`src/hw/rtl/dstq_pkg.sv`:
```
`default_nettype none
package dstq_pkg;

  localparam int unsigned DEPTH = 16;
  localparam int unsigned CNT_W = $clog2(DEPTH + 1);
  localparam int unsigned ID_W  = 32;
  localparam int unsigned DL_W  = 64;

  localparam logic [1:0] ACT_INSERT = 2'd0;
  localparam logic [1:0] ACT_DELETE = 2'd1;
  localparam logic [1:0] ACT_LOOKUP = 2'd2;

  localparam logic [1:0] STAT_OK       = 2'd0;
  localparam logic [1:0] STAT_NOTFOUND = 2'd1;
  localparam logic [1:0] STAT_FULL     = 2'd2;

  typedef enum logic [1:0] {
    S_IDLE,
    S_CMP,
    S_UPD,
    S_OUT
  } state_e;

  // Broadcast from the controller to every cell of the chain.
  typedef struct packed {
    logic            cmp_en;
    logic            ins_en;
    logic            del_en;
    logic [ID_W-1:0] id;
    logic [DL_W-1:0] dl;
  } cell_cmd_t;

endpackage
`default_nettype wire

```
`src/hw/rtl/dstq_cell.sv`:
```
`default_nettype none
module dstq_cell
  import dstq_pkg::*;
(
  input  wire logic            clk_i,
  input  wire cell_cmd_t       cmd_i,
  input  wire logic            occ_i,
  input  wire logic            left_lo_i,
  input  wire logic [ID_W-1:0] left_id_i,
  input  wire logic [DL_W-1:0] left_dl_i,
  input  wire logic [ID_W-1:0] right_id_i,
  input  wire logic [DL_W-1:0] right_dl_i,
  input  wire logic            hit_i,
  output logic                 hit_o,
  output logic                 lo_o,
  output logic [ID_W-1:0]      id_o,
  output logic [DL_W-1:0]      dl_o,
  output logic [ID_W-1:0]      sel_id_o,
  output logic [DL_W-1:0]      sel_dl_o
);

  logic [ID_W-1:0] id_q, id_d;
  logic [DL_W-1:0] dl_q, dl_d;
  logic            le_q, match_q;
  logic            first;

  assign lo_o  = le_q & occ_i;
  assign hit_o = hit_i | (match_q & occ_i);
  assign first = match_q & occ_i & ~hit_i;

  assign id_o     = id_q;
  assign dl_o     = dl_q;
  assign sel_id_o = first ? id_q : '0;
  assign sel_dl_o = first ? dl_q : '0;

  always_comb begin
    id_d = id_q;
    dl_d = dl_q;
    if (cmd_i.ins_en) begin
      if (!left_lo_i) begin
        // past the insert point: shift right by one
        id_d = left_id_i;
        dl_d = left_dl_i;
      end else if (!lo_o) begin
        id_d = cmd_i.id;
        dl_d = cmd_i.dl;
      end
    end else if (cmd_i.del_en && hit_o) begin
      // at or past the removed task: pull from the right
      id_d = right_id_i;
      dl_d = right_dl_i;
    end
  end

  always_ff @(posedge clk_i) begin
    id_q <= id_d;
    dl_q <= dl_d;
    if (cmd_i.cmp_en) begin
      le_q    <= (dl_q <= cmd_i.dl);
      match_q <= (id_q == cmd_i.id);
    end
  end

endmodule
`default_nettype wire

```
`config.mk`:
```
export PLATFORM = sky130hd
export DESIGN_NAME = dstq_cell
export DESIGN_NICKNAME = d
export VERILOG_FILES = /design/src/hw/rtl/dstq_pkg.sv /design/src/hw/rtl/dstq_cell.sv
export SDC_FILE = /design/constraint.sdc
export NUM_CORES = 1
export LEC_CHECK = 0
export ABC_CLOCK_PERIOD_IN_PS = 8050
export BUFFER_PORTS_ARGS = -buffer_cell sky130_fd_sc_hd__buf_2
export CAP_MARGIN = 25
export CORE_AREA = 10 10 182 184
export CTS_CLUSTER_SIZE = 40
export DETAILED_ROUTE_END_ITERATION = 16
export DIE_AREA = 0 0 192 194
export SLEW_MARGIN = 20
export SYNTH_ARGS = -nofsm -noshare
export SYNTH_HDL_FRONTEND = slang
export SYNTH_SLANG_ARGS = --single-unit
export TNS_END_PERCENT = 5
```
`constraint.sdc`:
```
create_clock -name clk_i -period 8.05 [get_ports clk_i]
set_input_delay 0.805 -clock clk_i [delete_from_list [all_inputs] [get_ports clk_i]]
set_output_delay 0.805 -clock clk_i [all_outputs]
set_load 0.05 [all_outputs]
```
# Word level (Yosys, flattened, before mapping)

Index checks and enable logic that the tools add are counted.

Magnitude comparators: 1
Equal/unequal tests: 2
Mux-type cells: 10
Bitwise logic cells: 5
Reductions and logical operators: 3

Operators by type and width:

| cell                                          | count |
|---|---|
| 64-bit 2-to-1 mux                             | 5 |
| 32-bit 2-to-1 mux                             | 5 |
| 64-bit less-or-equal comparator               | 1 |
| 32-bit == test                                | 1 |
| 1-bit bitwise AND                             | 3 |
| 3-bit inequality test (second input constant) | 1 |
| 2-bit AND reduction                           | 1 |
| 2-bit nonzero test                            | 1 |
| 1-bit logical AND                             | 1 |
| 1-bit NOT                                     | 1 |
| 1-bit OR                                      | 1 |

Bits in registers: 98
Input bits: 295
Output and inout port bits: 194
Word-level logic and storage cells: 25

# Logic depth before layout (Yosys ltp)

Depth after elaboration: 5
Depth in mapped cells: 8

# Least setup slack after synthesis

Ideal clock, no wire load.

Path type: input port to flip-flop
From: in left_lo_i
To: reg dl_q[0], in the netlist dl_o[0], enable pin
Setup time: 0.608 ns
Arrival: 6.595 ns
Slack: 0.848 ns
Stages: 4
Buffers on the path: 3
Cells stage by stage: clkbuf_1 > buf_2 > buf_2 > a31oi_1

Word-level cells in the longest chain between the ends: 2

Ends and longest elaborated chain:

| item                                   | RTL line        | source |
|---|---|---|
| start, declared                        | dstq_cell.sv:8  | `input wire logic left_lo_i,` |
| 3-bit inequality test (no source line) | n/a             |  |
| 2-bit AND reduction (no source line)   | n/a             |  |
| end signal, assigned                   | dstq_cell.sv:57 | `dl_q <= dl_d;` |
| end, declared                          | dstq_cell.sv:23 | `logic [DL_W-1:0] dl_q, dl_d;` |

Every way passes these cells.
A chain may end at the register's enable or synchronous reset.

# Worst setup path in the final report

From: in occ_i
To: out sel_dl_o[48]

Word-level cells in the longest chain between the ends: 3

Ends and longest elaborated chain:

| item                            | RTL line        | source |
|---|---|---|
| start, declared                 | dstq_cell.sv:7  | `input wire logic occ_i,` |
| 1-bit bitwise AND (2 in series) | dstq_cell.sv:29 | `assign first = match_q & occ_i & ~hit_i;` |
| 64-bit 2-to-1 mux               | dstq_cell.sv:34 | `assign sel_dl_o = first ? dl_q : '0;` |
| end, declared                   | dstq_cell.sv:19 | `output logic [DL_W-1:0] sel_dl_o` |

Every way passes these cells.

==> results by group <==
CTS
  – Htree depth: 3
  – Worst skew pair latency: 0.36 ns
  – Root Driver: clkbuf_16
  – Resized Gates After CTS: 0
  – CTS Buffer Depth: 2
  – Num CTS Buffers: 9
  – Clock sink count: 98
  – CTS tree: done
  – Worst-path clk slew: 0.08 ns
  – Postcts setup bufs: 0
  – Post-CTS Hold Buffers: 0

Placed design
  – Post-DP Area: 0.01034 mm2
  – # port buffers: 488
  – HPWL after DPL: 27.10 mm
  – GP Congestion: 0.8758

Global route
  – GRT Overall Usage: 0.1635
  – First-pass GRT wire length: 46.92 mm
  – Vias in the first global route: 7797
  – Antenna violations before repair: 3
  – GRT overflow: 0
  – Largest net degree at the start of global routing: 96

Worst setup path
  – Crit path max-delay family: buffers and inverters
  – CP Cell Sequence: buf_2 -> nand2_1 -> nor2_4 -> buf_4 -> and2_1 -> buf_2
  – Worst Path Max Fanout: 95
  – CP startpoint kind: primary input
  – Sum of buffers and inverters on the critical path: 3
  – Crit path largest cell delay: 0.59 ns
  – Most Frequent Cell on Critical Path: buf_2
  – FF-to-FF path depth: 6
  – WP data required: 7.24 ns
  – Worst path depth: 6
  – Worst Path Arrival: 2.33 ns
  – Worst setup path class: primary input to output pin
  – Crit. End Element: output pin
  – Slowest CP cell: buf_4

Layout
  – Multi-input logic area: 0.004172 mm2
  – FILL cells: 3096
  – Most common cell after layout, fill and taps aside: buf_2
  – Layout cells sized above 1: 0.4031
  – Nets: 1624
  – Area Overhead vs Synth: 41.98%
  – Final instance area: 0.01067 mm2
  – Most frequent cells in the layout: 486 x buf_2, 124 x a21oi_1, 99 x nor2_1
  – Seq. cell area: 0.002943 mm2

Logic synthesis
  – Top_reg_cell synth: edfxtp_1
  – Syn_nets: 1162
  – Syn_area_per_cell: 9.357 um2
  – Seq cells post-synth: 98
  – Ys async rst share: 0
  – Warnings from Yosys: 0
  – Number of synthesized flops with an enable pin: 98
  – Register area share after synthesis: 0.3917
  – Synth Cell Area: 0.007513 mm2
  – Post-synth cell types: 36
  – Mapped Cells: 803

Power and ir drop
  – Pint: 1065 uW
  – Switching portion of total power: 0.3871
  – Net Sw Power: 672.4 uW
  – Sequential power share: 0.390
  – Pwr dens: 162.8 mW/mm2
  – Comb power frac: 0.350
  – Maximum ir drop on the vdd rail: 0.08991 mV
  – Clk pwr share: 0.260
  – P_leak: 0.005551 uW

Run status
  – Status: complete, no violations

Timing
  – RSZ-0062 raised after global routing: false
  – Final Hold Fails: 0
  – Final Setup Violations: 0
  – Tmin final: 3.134 ns
  – Skew final: 0.01661 ns
  – Final Hold Slack: 0.6826 ns
  – Setup TNS: 0 ns
  – Slew headroom: 0.4040
  – Tcrit/Tclk final: 0.3893
  – Least-Margin Pin Slew: 0.8939 ns
  – Fin. max-slew vios: 0
  – FMAX: 319.1 MHz

Floorplanning
  – Core area: 0.02940 mm2
  – Top Ports: 489
  – DIE AREA: 0.03725 mm2
  – Die H: 194 um
  – Starting Density: 0.2555
  – Die Wd: 192 um
  – Cell row count: 63

Hold path
  – Hold path cells: 1
  – Hold crit path type: primary input to flop

Detailed routing
  – Via/cell ratio: 4.534
  – DRT antenna net count: 0
  – Post-DR wirelength/cell: 19.57 um
  – 1st-iter DRT viols: 315
  – Drt drc: 0
  – Drt first pass iters: 5
  – Total wire length after detailed routing: 32.52 mm
  – Vias: 7535

Flow run
  – Max-cap violation count: 0
logic make-up (layout without fill, tap and decap cells):
kind of cell,after synthesis,in the layout,share of synthesized area
compound gates,150,150,0.1062
xor+xnor,32,32,0.03730
fa+ha+maj,64,64,0.1066
buf+inv,109,576,0.05612
flops,98,98,0.3917
mux,96,96,0.1279
other cells,0,2,0
simple gates,254,254,0.1742
cells in the mapped netlist, types with 3 or more instances:
master / number / share of area
buf_2: 10 / 0.0067
ha_1: 64 / 0.11
nand4_1: 14 / 0.012
nor4_1: 9 / 0.0075
mux2i_1: 96 / 0.13
and2_1: 96 / 0.080
o21ai_0: 8 / 0.0053
edfxtp_1: 98 / 0.39
a21o_1: 6 / 0.0060
xor2_1: 32 / 0.037
inv_1: 66 / 0.033
nand3_1: 4 / 0.0027
a21oi_1: 124 / 0.083
a211oi_1: 3 / 0.0030
clkbuf_1: 31 / 0.015
nand2_1: 17 / 0.0085
nor2_1: 100 / 0.050
nor2b_1: 3 / 0.0025
through the flow:
stage                     worst slack (ns)  utilization  total power [uW]  instances
final                                4.916       0.3628              1737       1662
after global routing                 4.813       0.3628              1834       1662
after CTS                            4.912       0.3617              1764       1659
after detailed placement             4.536       0.3518              1302       1643
after global placement               4.620       0.3518              1295       1643
after floorplan                     0.8476            -              1081        803
routing by layer:
layer / wire, um / vias up / GRT usage
met1: 13300 / 3503 / 0.1929
met5: 20 / - / 0
met3: 2254 / 26 / 0.03975
met4: 549 / 2 / 0.04263
li1: - / 3740 / -
met2: 16400 / 264 / 0.2875
registers in the layout (all words and copies together), names as in the netlist:
| name | count |
|---|---|
| id_o | 32 |
| dl_o | 64 |
| match_q | 1 |
| le_q | 1 |
path summary, 6_finish.rpt:
path | from | endpoint | slack [ns]
min reg2reg | id_o[29] | match_q | 0.88
max | occ_i | sel_dl_o[48] | 4.92
min | cmd_i[98] | match_q | 0.68
max reg2reg | match_q | id_o[9] | 5.45
layout make-up:
class                   instances  area share
diodes                          2   0.0004692
clock inverters                 6    0.005982
multi-input cells             596      0.3910
well taps                     390     0.04574
repair buffers                494      0.2362
inverters                      66     0.02322
clock buffers                  10     0.02146
flip-flops and latches         98      0.2759
power groups by stage:
stage | registers (uW) | clock network, uW | logic, uW
finish | 677 | 452 | 608
floorplan | 837 | 0 | 244
CTS | 679 | 471 | 613
detailed placement | 691 | 0 | 611
global route | 684 | 490 | 659
global placement | 689 | 0 | 605
Power figures use the tool's default switching activity.
